==> config.mk <==
export PLATFORM = sky130hd
export DESIGN_NAME = best_fit_sequence_ram_allocator_core
export DESIGN_NICKNAME = d
export VERILOG_FILES = /design/src/hdl/bfsra_pkg.sv /design/src/hdl/best_fit_sequence_ram_allocator_core.sv /design/src/hdl/bfsra_ram.sv
export SDC_FILE = /design/constraint.sdc
export NUM_CORES = 2
export LEC_CHECK = 0
export BUFFER_PORTS_ARGS = -buffer_cell sky130_fd_sc_hd__buf_2
export CORE_ASPECT_RATIO = 1.2
export CORE_MARGIN = 5
export CORE_UTILIZATION = 50
export DETAILED_ROUTE_END_ITERATION = 12
export PLACE_DENSITY = 0.7
export SLEW_MARGIN = 20
export SYNTH_ARGS = -nofsm -noshare
export SYNTH_HDL_FRONTEND = slang
export SYNTH_SLANG_ARGS = --single-unit
==> constraint.sdc <==
create_clock -name i_clk -period 15.61 [get_ports i_clk]
set_input_delay 1.561 -clock i_clk [delete_from_list [all_inputs] [get_ports i_clk]]
set_output_delay 1.561 -clock i_clk [all_outputs]
set_load 0.03 [all_outputs]
==> src/hdl/bfsra_pkg.sv <==
`timescale 1ns / 1ps
// ----------------------------------------------------------------------------
// bfsra_pkg
// shared constants and types of the best-fit sequence ram allocator
// ----------------------------------------------------------------------------
package bfsra_pkg;

    localparam int ADDR_BITS    = 11;
    localparam int MAX_SEGMENTS = 64;

    localparam int SEG_AW = $clog2(MAX_SEGMENTS);
    localparam int CNT_W  = $clog2(MAX_SEGMENTS + 1);

    localparam logic [11:0] ADDR_MASK = 12'((1 << ADDR_BITS) - 1);

    localparam logic [1:0] MODE_ALLOC  = 2'd0;
    localparam logic [1:0] MODE_FREE   = 2'd1;
    localparam logic [1:0] MODE_LOOKUP = 2'd2;

    localparam logic [2:0] ST_OK        = 3'd0;
    localparam logic [2:0] ST_NO_SPACE  = 3'd1;
    localparam logic [2:0] ST_EXHAUSTED = 3'd2;
    localparam logic [2:0] ST_UNUSED    = 3'd3;
    localparam logic [2:0] ST_NOT_FOUND = 3'd4;

    typedef struct packed {
        logic [11:0] start;
        logic [12:0] size;
        logic [5:0]  owner;
    } t_seg;

endpackage

==> src/hdl/best_fit_sequence_ram_allocator_core.sv <==
`timescale 1ns / 1ps
// ----------------------------------------------------------------------------
// best_fit_sequence_ram_allocator_core
// segment table in one ram, best-fit gap walk, index map and table shifts
// ----------------------------------------------------------------------------
//  channel | direction | handshake               | payload
//  in      | sink      | i_in_valid / o_in_ready | i_mode i_length i_seq_index i_offset
//  out     | source    | o_out_valid/i_out_ready | o_status o_given_index o_address
//
//  one word at a time; a new word is taken once the previous result is in the
//  output register. time from accept to result is set by the single table ram
//  port pair: allocate walks the table and shifts entries pos and up, free walks
//  to the owner and shifts the entries above it down, lookup walks to the owner;
//  rejected words skip the walk. the core returns to idle before the next word.
//  after reset the first two table entries are written, input held off
//  the output register holds a result while o_out_valid waits for i_out_ready
// ----------------------------------------------------------------------------
module best_fit_sequence_ram_allocator_core (
    input  logic        i_clk,
    input  logic        i_rst_n,
    input  logic        i_in_valid,
    output logic        o_in_ready,
    input  logic [1:0]  i_mode,
    input  logic [12:0] i_length,
    input  logic [5:0]  i_seq_index,
    input  logic [11:0] i_offset,
    output logic        o_out_valid,
    input  logic        i_out_ready,
    output logic [2:0]  o_status,
    output logic [5:0]  o_given_index,
    output logic [11:0] o_address
);
    import bfsra_pkg::*;

    typedef enum logic [2:0] {
        S_FILL, S_IDLE, S_SCAN, S_ALLOC, S_SHUP, S_SHDN, S_INS, S_RESP
    } t_state;

    t_state r_state;

    // control
    logic [CNT_W-1:0]  r_count;
    logic [63:0]       r_map;
    logic [CNT_W-1:0]  r_ptr;
    logic [CNT_W-1:0]  r_pidx;
    logic              r_dv;
    logic              r_wv;
    logic              r_more;
    logic [SEG_AW-1:0] r_waddr;
    logic              r_have;
    logic              r_out_valid;

    // payload
    logic [1:0]        r_mode;
    logic [12:0]       r_len;
    logic [5:0]        r_idx;
    logic [11:0]       r_off;
    logic [13:0]       r_addr;
    logic [11:0]       r_best_addr;
    logic [12:0]       r_fit_size;
    logic [SEG_AW-1:0] r_pos;
    logic [11:0]       r_start;
    logic [5:0]        r_new_idx;
    logic [2:0]        r_res_status;
    logic [5:0]        r_res_idx;
    logic [11:0]       r_res_addr;
    logic [2:0]        r_o_status;
    logic [5:0]        r_o_idx;
    logic [11:0]       r_o_addr;

    // table ram
    logic              mem_we;
    logic [SEG_AW-1:0] mem_waddr;
    t_seg              mem_wdata;
    logic [SEG_AW-1:0] mem_raddr;
    t_seg              rd;
    logic [$bits(t_seg)-1:0] rd_bits;

    bfsra_ram #(
        .WIDTH ($bits(t_seg)),
        .DEPTH (MAX_SEGMENTS)
    ) u_table (
        .i_clk   (i_clk),
        .i_we    (mem_we),
        .i_waddr (mem_waddr),
        .i_wdata (mem_wdata),
        .i_raddr (mem_raddr),
        .o_rdata (rd_bits)
    );

    assign rd = t_seg'(rd_bits);

    // gap in front of the entry being examined
    logic [12:0] gap;
    logic        last;
    logic [5:0]  free_idx;
    logic [SEG_AW-1:0] pidx_a;

    assign pidx_a = r_pidx[SEG_AW-1:0];
    assign gap  = ({2'b00, rd.start} >= r_addr) ? {1'b0, rd.start - r_addr[11:0]} : 13'd0;
    assign last = (r_pidx == r_count - CNT_W'(1));

    // lowest free index
    always_comb begin
        free_idx = 6'd0;
        for (int i = 63; i >= 0; i--) begin
            if (!r_map[i]) begin
                free_idx = 6'(i);
            end
        end
    end

    // ram port control
    always_comb begin
        mem_we    = 1'b0;
        mem_waddr = r_waddr;
        mem_wdata = rd;
        mem_raddr = r_ptr[SEG_AW-1:0];
        unique case (r_state)
            S_FILL: begin
                mem_we    = 1'b1;
                mem_waddr = r_ptr[SEG_AW-1:0];
                if (r_ptr == '0) begin
                    mem_wdata = '{start: 12'd0, size: 13'd1, owner: 6'd0};
                end else begin
                    mem_wdata = '{start: ADDR_MASK, size: 13'd1, owner: 6'd1};
                end
            end
            S_SHUP, S_SHDN: begin
                mem_we = r_wv;
            end
            S_INS: begin
                mem_we    = 1'b1;
                mem_waddr = r_pos;
                mem_wdata = '{start: r_best_addr, size: r_len, owner: r_new_idx};
            end
            default: begin
                mem_we = 1'b0;
            end
        endcase
    end

    assign o_in_ready    = (r_state == S_IDLE);
    assign o_out_valid   = r_out_valid;
    assign o_status      = r_o_status;
    assign o_given_index = r_o_idx;
    assign o_address     = r_o_addr;

    always_ff @(posedge i_clk) begin
        if (!i_rst_n) begin
            r_state     <= S_FILL;
            r_count     <= CNT_W'(2);
            r_map       <= 64'd3;
            r_ptr       <= '0;
            r_pidx      <= '0;
            r_dv        <= 1'b0;
            r_wv        <= 1'b0;
            r_more      <= 1'b0;
            r_have      <= 1'b0;
            r_out_valid <= 1'b0;
        end else begin
            if (r_out_valid && i_out_ready) begin
                r_out_valid <= 1'b0;
            end
            unique case (r_state)
                S_FILL: begin
                    // write both trap segments
                    r_ptr <= r_ptr + CNT_W'(1);
                    if (r_ptr != '0) begin
                        r_state <= S_IDLE;
                    end
                end
                S_IDLE: begin
                    if (i_in_valid) begin
                        r_mode       <= i_mode;
                        r_len        <= i_length;
                        r_idx        <= i_seq_index;
                        r_off        <= i_offset;
                        r_ptr        <= '0;
                        r_dv         <= 1'b0;
                        r_have       <= 1'b0;
                        r_addr       <= '0;
                        r_best_addr  <= '0;
                        r_fit_size   <= '0;
                        r_res_status <= ST_OK;
                        r_res_idx    <= '0;
                        r_res_addr   <= '0;
                        r_state      <= S_SCAN;
                        unique case (i_mode)
                            MODE_ALLOC: begin
                                if (i_length == '0 || r_count == '0) begin
                                    r_res_status <= ST_NO_SPACE;
                                    r_state      <= S_RESP;
                                end
                            end
                            MODE_FREE: begin
                                if (!r_map[i_seq_index]) begin
                                    r_res_status <= ST_UNUSED;
                                    r_state      <= S_RESP;
                                end else begin
                                    r_map[i_seq_index] <= 1'b0;
                                    if (r_count == '0) begin
                                        r_res_status <= ST_NOT_FOUND;
                                        r_state      <= S_RESP;
                                    end
                                end
                            end
                            MODE_LOOKUP: begin
                                if (r_count == '0) begin
                                    r_res_status <= ST_NOT_FOUND;
                                    r_state      <= S_RESP;
                                end
                            end
                            default: begin
                                r_res_status <= ST_NOT_FOUND;
                                r_state      <= S_RESP;
                            end
                        endcase
                    end
                end
                S_SCAN: begin
                    // issue reads in order, evaluate each in the cycle after its read
                    if (r_ptr < r_count) begin
                        r_pidx <= r_ptr;
                        r_dv   <= 1'b1;
                        r_ptr  <= r_ptr + CNT_W'(1);
                    end else begin
                        r_dv <= 1'b0;
                    end
                    if (r_dv) begin
                        if (r_mode == MODE_ALLOC) begin
                            r_addr <= 14'(rd.start) + 14'(rd.size);
                            if (gap == r_len) begin
                                r_have      <= 1'b1;
                                r_best_addr <= r_addr[11:0];
                                r_fit_size  <= gap;
                                r_pos       <= pidx_a;
                                r_state     <= S_ALLOC;
                            end else begin
                                if (gap > r_len && (!r_have || gap < r_fit_size)) begin
                                    r_have      <= 1'b1;
                                    r_best_addr <= r_addr[11:0];
                                    r_fit_size  <= gap;
                                    r_pos       <= pidx_a;
                                end
                                if (last) begin
                                    r_state <= S_ALLOC;
                                end
                            end
                        end else if (rd.owner == r_idx) begin
                            if (r_mode == MODE_LOOKUP) begin
                                r_res_addr <= (rd.start + r_off) & ADDR_MASK;
                                r_state    <= S_RESP;
                            end else begin
                                r_start <= rd.start;
                                r_ptr   <= r_pidx + CNT_W'(1);
                                r_wv    <= 1'b0;
                                r_state <= S_SHDN;
                            end
                        end else if (last) begin
                            r_res_status <= ST_NOT_FOUND;
                            r_state      <= S_RESP;
                        end
                    end
                end
                S_ALLOC: begin
                    if (!r_have) begin
                        r_res_status <= ST_NO_SPACE;
                        r_state      <= S_RESP;
                    end else if (&r_map || r_count >= CNT_W'(MAX_SEGMENTS)) begin
                        r_res_status <= ST_EXHAUSTED;
                        r_state      <= S_RESP;
                    end else begin
                        r_new_idx <= free_idx;
                        r_ptr     <= r_count - CNT_W'(1);
                        r_more    <= 1'b1;
                        r_wv      <= 1'b0;
                        r_state   <= S_SHUP;
                    end
                end
                S_SHUP: begin
                    // move entries pos..count-1 up by one, top first
                    if (r_more) begin
                        r_waddr <= SEG_AW'(r_ptr + CNT_W'(1));
                        r_wv    <= 1'b1;
                        r_more  <= (r_ptr[SEG_AW-1:0] != r_pos);
                        r_ptr   <= r_ptr - CNT_W'(1);
                    end else begin
                        r_wv <= 1'b0;
                        if (!r_wv) begin
                            r_state <= S_INS;
                        end
                    end
                end
                S_INS: begin
                    r_map[r_new_idx] <= 1'b1;
                    r_count          <= r_count + CNT_W'(1);
                    r_res_idx        <= r_new_idx;
                    r_res_addr       <= r_best_addr;
                    r_state          <= S_RESP;
                end
                S_SHDN: begin
                    // move entries above pos down by one, bottom first
                    if (r_ptr < r_count) begin
                        r_waddr <= SEG_AW'(r_ptr - CNT_W'(1));
                        r_wv    <= 1'b1;
                        r_ptr   <= r_ptr + CNT_W'(1);
                    end else begin
                        r_wv <= 1'b0;
                        if (!r_wv) begin
                            r_count    <= r_count - CNT_W'(1);
                            r_res_addr <= r_start;
                            r_state    <= S_RESP;
                        end
                    end
                end
                S_RESP: begin
                    if (!r_out_valid || i_out_ready) begin
                        r_out_valid <= 1'b1;
                        r_o_status  <= r_res_status;
                        r_o_idx     <= r_res_idx;
                        r_o_addr    <= r_res_addr;
                        r_state     <= S_IDLE;
                    end
                end
                default: begin
                    r_state <= S_IDLE;
                end
            endcase
        end
    end

endmodule

==> src/hdl/bfsra_ram.sv <==
`timescale 1ns / 1ps
// ----------------------------------------------------------------------------
// bfsra_ram
// generic simple dual-port ram, one write and one registered read port
// ----------------------------------------------------------------------------
module bfsra_ram #(
    parameter int WIDTH = 8,
    parameter int DEPTH = 16
) (
    input  logic                     i_clk,
    input  logic                     i_we,
    input  logic [$clog2(DEPTH)-1:0] i_waddr,
    input  logic [WIDTH-1:0]         i_wdata,
    input  logic [$clog2(DEPTH)-1:0] i_raddr,
    output logic [WIDTH-1:0]         o_rdata
);

    logic [WIDTH-1:0] r_mem [DEPTH];
    logic [WIDTH-1:0] r_rdata;

    always_ff @(posedge i_clk) begin
        if (i_we) begin
            r_mem[i_waddr] <= i_wdata;
        end
        r_rdata <= r_mem[i_raddr];
    end

    assign o_rdata = r_rdata;

endmodule

# --- After elaboration in Yosys (flattened, before gate mapping) ---
# Memory sizes are Yosys's and may differ from the RTL's. A register that Yosys moved wholly into a read port is not among the register bits.
# Index checks and enable logic that the tools add are counted.
word_totals:
  reg_bits: 236
  mem_bits_rw: 1984
  inputBits: 37
  output_inout_bits: 23
  wordCells: 329
  memories: 1
classes:
  n_addsub: 8
  n_lt_le_gt_ge: 9
  n_eq_ne: 39
  n_mux: 179
  n_bitwise: 6
  n_reduce_logical: 55
mem_list:
  columns: ["name", "words", "width", "read_ports", "rd_clocked_by_memory_dff", "wr", "line_no", "rtl"]
  rows:
  - ["u_table.r_mem", 64, 31, 1, 1, 1, "bfsra_ram.sv:18", "logic [WIDTH-1:0] r_mem [DEPTH];"]
op_table:
  columns: ["cell", "count"]
  rows:
  - ["6-bit two-way mux", 37]
  - ["64-bit two-way mux", 3]
  - ["12-bit two-way mux", 12]
  - ["64-bit case mux with 2 select lines", 1]
  - ["3-bit two-way mux", 29]
  - ["5-bit two-way mux", 16]
  - ["7-bit two-way mux", 11]
  - ["13-bit two-way mux", 5]
  - ["64-bit bitwise AND", 1]
  - ["64-bit NOT", 1]
  - ["64-bit OR", 1]
  - ["64-bit AND reduction", 1]
  - ["31-bit case mux with 2 select lines", 1]
  - ["12-bit case mux with 4 select lines", 1]
  - ["14-bit two-way mux", 3]
  - ["7-bit case mux with 6 select lines", 1]
  - ["2-bit != test, second input constant", 19]
  - ["6-bit case mux with 2 select lines", 3]
  - ["4-bit two-way mux", 8]
  - ["32-bit AND reduction", 1]
  - ["30-bit two-way mux", 1]
  - ["14-bit case mux with 2 select lines", 1]
  - ["3-bit case mux with 3 select lines", 3]
  - ["1-bit two-way mux", 26]
  - ["57 further kinds", 110]

# --- Longest topological paths before layout ---
logic_depth:
  ltp_word: 63
  ltp_mapped: 20
  mapped_depth_nobuf: 20

# --- Hierarchy ---
# A second synthesis with hierarchy kept.
hier_totals:
  cells_unflattened: 4926
  area_unflattened_um2: 90714.5
modules_own_cells:
  columns: ["mod", "n_inst", "cells_each", "area_each_um2", "seq_area_each_um2"]
  rows:
  - ["bfsra_ram", 1, 3423, 76502.1, 60197.7]
  - ["best_fit_sequence_ram_allocator_core", 1, 1503, 14212.4, 6125.9]

# --- Worst setup path before layout ---
# OpenSTA, ideal clock, no wires.
synth_path:
  path_type: "reg-to-reg"
  start: "reg u_table.r_rdata[19], in the netlist u_table.o_rdata[19] (read register of u_table.r_mem)"
  end: "reg r_best_addr[0], enable pin"
  setup_ps: 435
  arrival_time_ps: 5053
  t_required_ps: 15175
  setup_slack_ps: 10122
  stages_incl_launch_ff: 21
  path_buffers: 1
  period_less_slack_ps: 5488
  path_cell_list: "dfxtp_1 -> inv_1 -> ha_1 -> inv_1 -> fa_1 -> a21o_1 -> a211oi_1 -> o211ai_1 -> a21oi_1 -> nor3_1 -> clkbuf_1 -> and2_1 -> ha_1 -> a211oi_1 -> o21ai_0 -> o211ai_1 -> a21oi_1 -> or3_1 -> a21oi_1 -> a211oi_1 -> nor3_1"
synth_between:
  elab_chain_len: 7
  word_cells_on_any_way: 10
  cone_classes: "add/sub: 1; order compare: 3; eq/ne: 2; mux: 1; reduce/logical: 3"
synth_lines:
  columns: ["item", "line_no", "rtl"]
  rows:
  - ["start, declared", "bfsra_ram.sv:19", "logic [WIDTH-1:0] r_rdata;"]
  - ["12-bit subtractor / 12-bit by 14-bit >= comparator with 1-bit output (equally long branches)", "best_fit_sequence_ram_allocator_core.sv:100", "assign gap = ({2'b00, rd.start} >= r_addr) ? {1'b0, rd.start - r_addr[11:0]} : 13'd0;"]
  - ["12-bit two-way mux (*)", "best_fit_sequence_ram_allocator_core.sv:100", null]
  - ["net gap[8]", "best_fit_sequence_ram_allocator_core.sv:94", "logic [12:0] gap;"]
  - ["12-bit by 13-bit < comparator with 1-bit output", "best_fit_sequence_ram_allocator_core.sv:240", "if (gap > r_len && (!r_have || gap < r_fit_size)) begin"]
  - ["1-bit logical OR", "best_fit_sequence_ram_allocator_core.sv:240", null]
  - ["1-bit logical AND", "best_fit_sequence_ram_allocator_core.sv:240", null]
  - ["3-bit != test (no line) (*)", null, null]
  - ["6-bit AND reduction (no line) (*)", null, null]
  - ["end signal, assigned", "best_fit_sequence_ram_allocator_core.sv:235", "r_best_addr <= r_addr[11:0];"]
  - ["end signal, assigned", "best_fit_sequence_ram_allocator_core.sv:242", "r_best_addr <= r_addr[11:0];"]
  - ["end, declared", "best_fit_sequence_ram_allocator_core.sv:59", "logic [11:0] r_best_addr;"]
# Mark *: on every way through the listed nets, which the timed path passes. The rest lies on a longest branch.
# A chain may end at the register's enable or synchronous reset.

# --- Worst setup path after layout ---
layout_path:
  start: "reg u_table.r_rdata[21], in the netlist u_table.o_rdata[21] (read register of u_table.r_mem)"
  end: "reg r_pos[1], enable pin"
layout_between:
  elab_chain_len: 7
  word_cells_on_any_way: 10
  cone_classes: "add/sub: 1; order compare: 3; eq/ne: 1; mux: 1; reduce/logical: 4"
layout_lines:
  columns: ["item", "line_no", "rtl"]
  rows:
  - ["12-bit subtractor / 12-bit by 14-bit >= comparator with 1-bit output (equally long branches)", "best_fit_sequence_ram_allocator_core.sv:100", null]
  - ["12-bit two-way mux (*)", "best_fit_sequence_ram_allocator_core.sv:100", null]
  - ["net gap[11]", "best_fit_sequence_ram_allocator_core.sv:94", null]
  - ["12-bit by 13-bit < comparator with 1-bit output", "best_fit_sequence_ram_allocator_core.sv:240", null]
  - ["1-bit logical OR", "best_fit_sequence_ram_allocator_core.sv:240", null]
  - ["1-bit logical AND", "best_fit_sequence_ram_allocator_core.sv:240", null]
  - ["2-bit nonzero test (no line) (*)", null, null]
  - ["5-bit AND reduction (no line) (*)", null, null]
  - ["end signal, assigned", "best_fit_sequence_ram_allocator_core.sv:237", "r_pos <= pidx_a;"]
  - ["end signal, assigned", "best_fit_sequence_ram_allocator_core.sv:244", "r_pos <= pidx_a;"]
  - ["end, declared", "best_fit_sequence_ram_allocator_core.sv:61", "logic [SEG_AW-1:0] r_pos;"]
# Marks and branches as above.

==> results.ini <==
[outcome]
status = finished clean

[sta]
grt_setup_unrepaired = no
post-route-period-util_pct = 33.31
hold_viol_final = 0
max-slew-margin-rel_pct = 23.42
fin_setup_tns_ns = 0
clock_skew_ns = 0.03308
setup_viol = 0
worst_pin_slew_ns = 1.142
max_freq_ghz = 0.1923
slew_violations = 0
finalCriticalPeriod_ns = 5.200

[clocking]
cts_made_buffers = 200
ctsResizeCount = 0
cts.htree.levels = 4
cts.path.max_buffers = 3
clk_pin_slew_worst_paths_ns = 0.07
cts_tree = yes
cts_root_buf = clkbuf_16
postCtsSetupRepairBufs = 0
clk_latency_ns = 0.83
holdBufCountCts = 0
clkSinkCount = 2250

[synth]
netlist_area_mm2 = 0.08982
syn-num-nets = 4543
ys_warn_count = 0
seq_area_frac_synth_pct = 73.84
ys_types = 76
synth-edff-count = 2126
ys_async_sr_fraction_pct = 0
avgSynthCellArea_um2 = 20.26
ys_dominant_reg_cell = edfxtp_1
synth_seq_cells = 2250
synth_cells = 4434

[floorplanning]
boundaryPins = 60
core_mm2 = 0.1787
start_util_pct = 50.27
die_h_um = 474.3
die_area_mm2 = 0.1883
num_rows = 170
dieWidth_um = 396.9

[grt]
grt_pass1_wl_mm = 305.8
grt_max_degree = 136
grtUsageTotal_pct = 22.16
gr-total-overflow = 0
antenna_found_initial = 8
grt_pass1_vias = 45070

[power]
p_leak_nw = 30.96
power_per_cell_area_mw_per_mm2 = 188.0
ir_worst_vdd_uv = 162.4

[critical_path]
crit_family = compound AO/OA/AOI/OAI gates
critPathCaptureType = flop
worstSetupStartpointType = flop
arrival_ns = 5.67
crit_top_cell = a21oi_1
path_buf_inv = 0
cp_max_fo = 6
path_class = flop to flop
path_cells = ha_1 -> a21o_1 -> a21o_1 -> a31o_2 -> a2111oi_0 -> nor3_1 -> nor3b_1 -> ha_1 -> o21ai_0 -> a21oi_1 -> or3_1 -> a21oi_1 -> a21oi_1 -> nor2_1
critPathRequiredTime_ns = 16.08
cp_slowest_cell = dfxtp_1
critPathMaxStageDelay_ns = 0.75

[route]
drt_pass1_iterations = 6
vias = 44740
drt_iter0_markers = 4829
avgRoutedWirePerCell_um = 29.37
route.detailed.drc = 0
drt-total-wl_mm = 208.3
ant_nets = 0
via_per_inst = 6.309

[finish]
instances_no_fill = 7091
syn_to_final_growth_pct = 11.57
final_nets = 4707
drive_gt1_share_pct = 26.46

[placement]
io_buffers = 58
hpwl_mm = 119.0
place_congestion = 0.8748
dp_cells = 6718

[job]
maxCapViolCount = 0

[min_path]
hold_path_class = flop to flop

[layer usage]
metal / GRT usage (%) / share of wire (%) / wire length (um) / vias to the layer above
met4: 6.522 / 2.7 / 5618 / 0
met3: 3.587 / 7.4 / 15410 / 347
met1: 29.86 / 39 / 80690 / 23750
met2: 37.71 / 51 / 106600 / 1903
met5: 0 / 0 / 0 / -
li1: - / - / - / 18740
[worst paths after layout]
| check | startpoint | slack (ns) | end | cells after the start |
|---|---|---|---|---|
| hold reg to reg | r_res_addr[9] | 0.42 | o_address[9] | 0 |
| setup / recovery | u_table.o_rdata[21] | 10.41 | r_pos[1] | 14 |
| setup reg to reg | u_table.o_rdata[21] | 10.41 | r_pos[1] | 14 |
| hold / removal | r_res_addr[9] | 0.42 | o_address[9] | 0 |
[state kept, by name, summed over array words and instances (netlist names), 6 cells and up]
signal / flops
r_off: 11
r_ptr: 7
u_table.r_mem: 1984
r_idx: 6
o_given_index: 6
r_pos: 6
u_table.o_rdata: 31
r_count: 7
r_fit_size: 12
r_len: 13
r_res_idx: 6
r_start: 12
r_res_addr: 12
r_best_addr: 12
r_new_idx: 6
o_address: 12
r_addr: 14
r_map: 64
r_pidx: 7
r_waddr: 6
[through the flow]
stage               instance area (um2)  utilization, %  power [mW]  setup slack (ns)  hold slack [ns]
finish                           100200           56.09       18.84             10.41           0.4179
global route                     100200           56.08       19.60             9.969           0.4244
CTS                              100100           56.01       18.91             10.32           0.4204
detailed placement                93840           52.52       14.18             10.33           0.4045
global placement                  93840           52.52       14.00             10.29           0.4012
floorplan                         89820               -       12.26             10.12           0.4003
[cell families after synthesis]
kind of cell / after synthesis / share of synthesized area, %
buffers and inverters: 306 / 1.316
AO/OA/AOI/OAI: 472 / 3.214
AND/OR/NAND/NOR: 586 / 3.136
adder cells (fa/ha/maj): 72 / 1.028
flip-flops: 2250 / 73.84
XOR/XNOR: 74 / 0.7369
multiplexers: 674 / 16.73
[cells in the mapped netlist, drive strengths merged (27+ instances only)]
master | count | area (um2)
edfxtp | 2126 | 63840
mux4 | 661 | 14890
nor2 | 174 | 653.1
nand2 | 171 | 641.9
clkbuf | 166 | 623.1
o21ai | 153 | 765.7
a21oi | 144 | 720.7
dfxtp | 124 | 2482
inv | 82 | 307.8
ha | 69 | 863.3
buf | 58 | 251.5
xnor2 | 49 | 429.2
nand3 | 42 | 210.2
nand4 | 38 | 262.8
nor3 | 37 | 190.2
a21o | 27 | 202.7
[area by class of cell]
cell class | count | area (um2)
clock inverter | 122 | 969.7
sequential | 2250 | 66340
tap | 2322 | 2905
fill | 13000 | 78460
clock buffer | 248 | 5269
multi-input combinational | 1878 | 23120
timing repair buffer | 186 | 1289
inverter | 82 | 307.8
antenna | 3 | 7.507
[where the power goes]
part           internal (mW)  leakage [nW]  switching, mW  total (mW)
clock                   2.61          3.07           2.14        4.75
sequential              8.49          20.3          0.253        8.74
combinational           1.88          7.58           3.47        5.35
total                   13.0          31.0           5.86        18.8
[placed cells by master, fill, tap and decap left out, types with 19 or more instances in the layout]
| cell type | Yosys | routed |
|---|---|---|
| o21ai_0 | 147 | 136 |
| clkbuf_1 | 166 | 43 |
| inv_1 | 80 | 80 |
| clkinv_1 | 0 | 46 |
| xnor2_1 | 49 | 49 |
| a21o_1 | 27 | 27 |
| nand4_1 | 34 | 34 |
| a21oi_1 | 144 | 143 |
| ha_1 | 69 | 69 |
| nand3_1 | 42 | 42 |
| nor3_1 | 36 | 30 |
| buf_4 | 0 | 125 |
| nor2_1 | 174 | 106 |
| and3_1 | 19 | 19 |
| nor2_4 | 0 | 65 |
| edfxtp_1 | 2126 | 2126 |
| nand2_1 | 171 | 171 |
| dfxtp_1 | 124 | 118 |
| nand2b_1 | 19 | 19 |
| clkinv_2 | 0 | 44 |
| xor2_1 | 24 | 24 |
| buf_2 | 6 | 58 |
| clkbuf_16 | 0 | 203 |
| mux4_2 | 660 | 660 |
No activity file was read; power rests on OpenSTA's default activity.
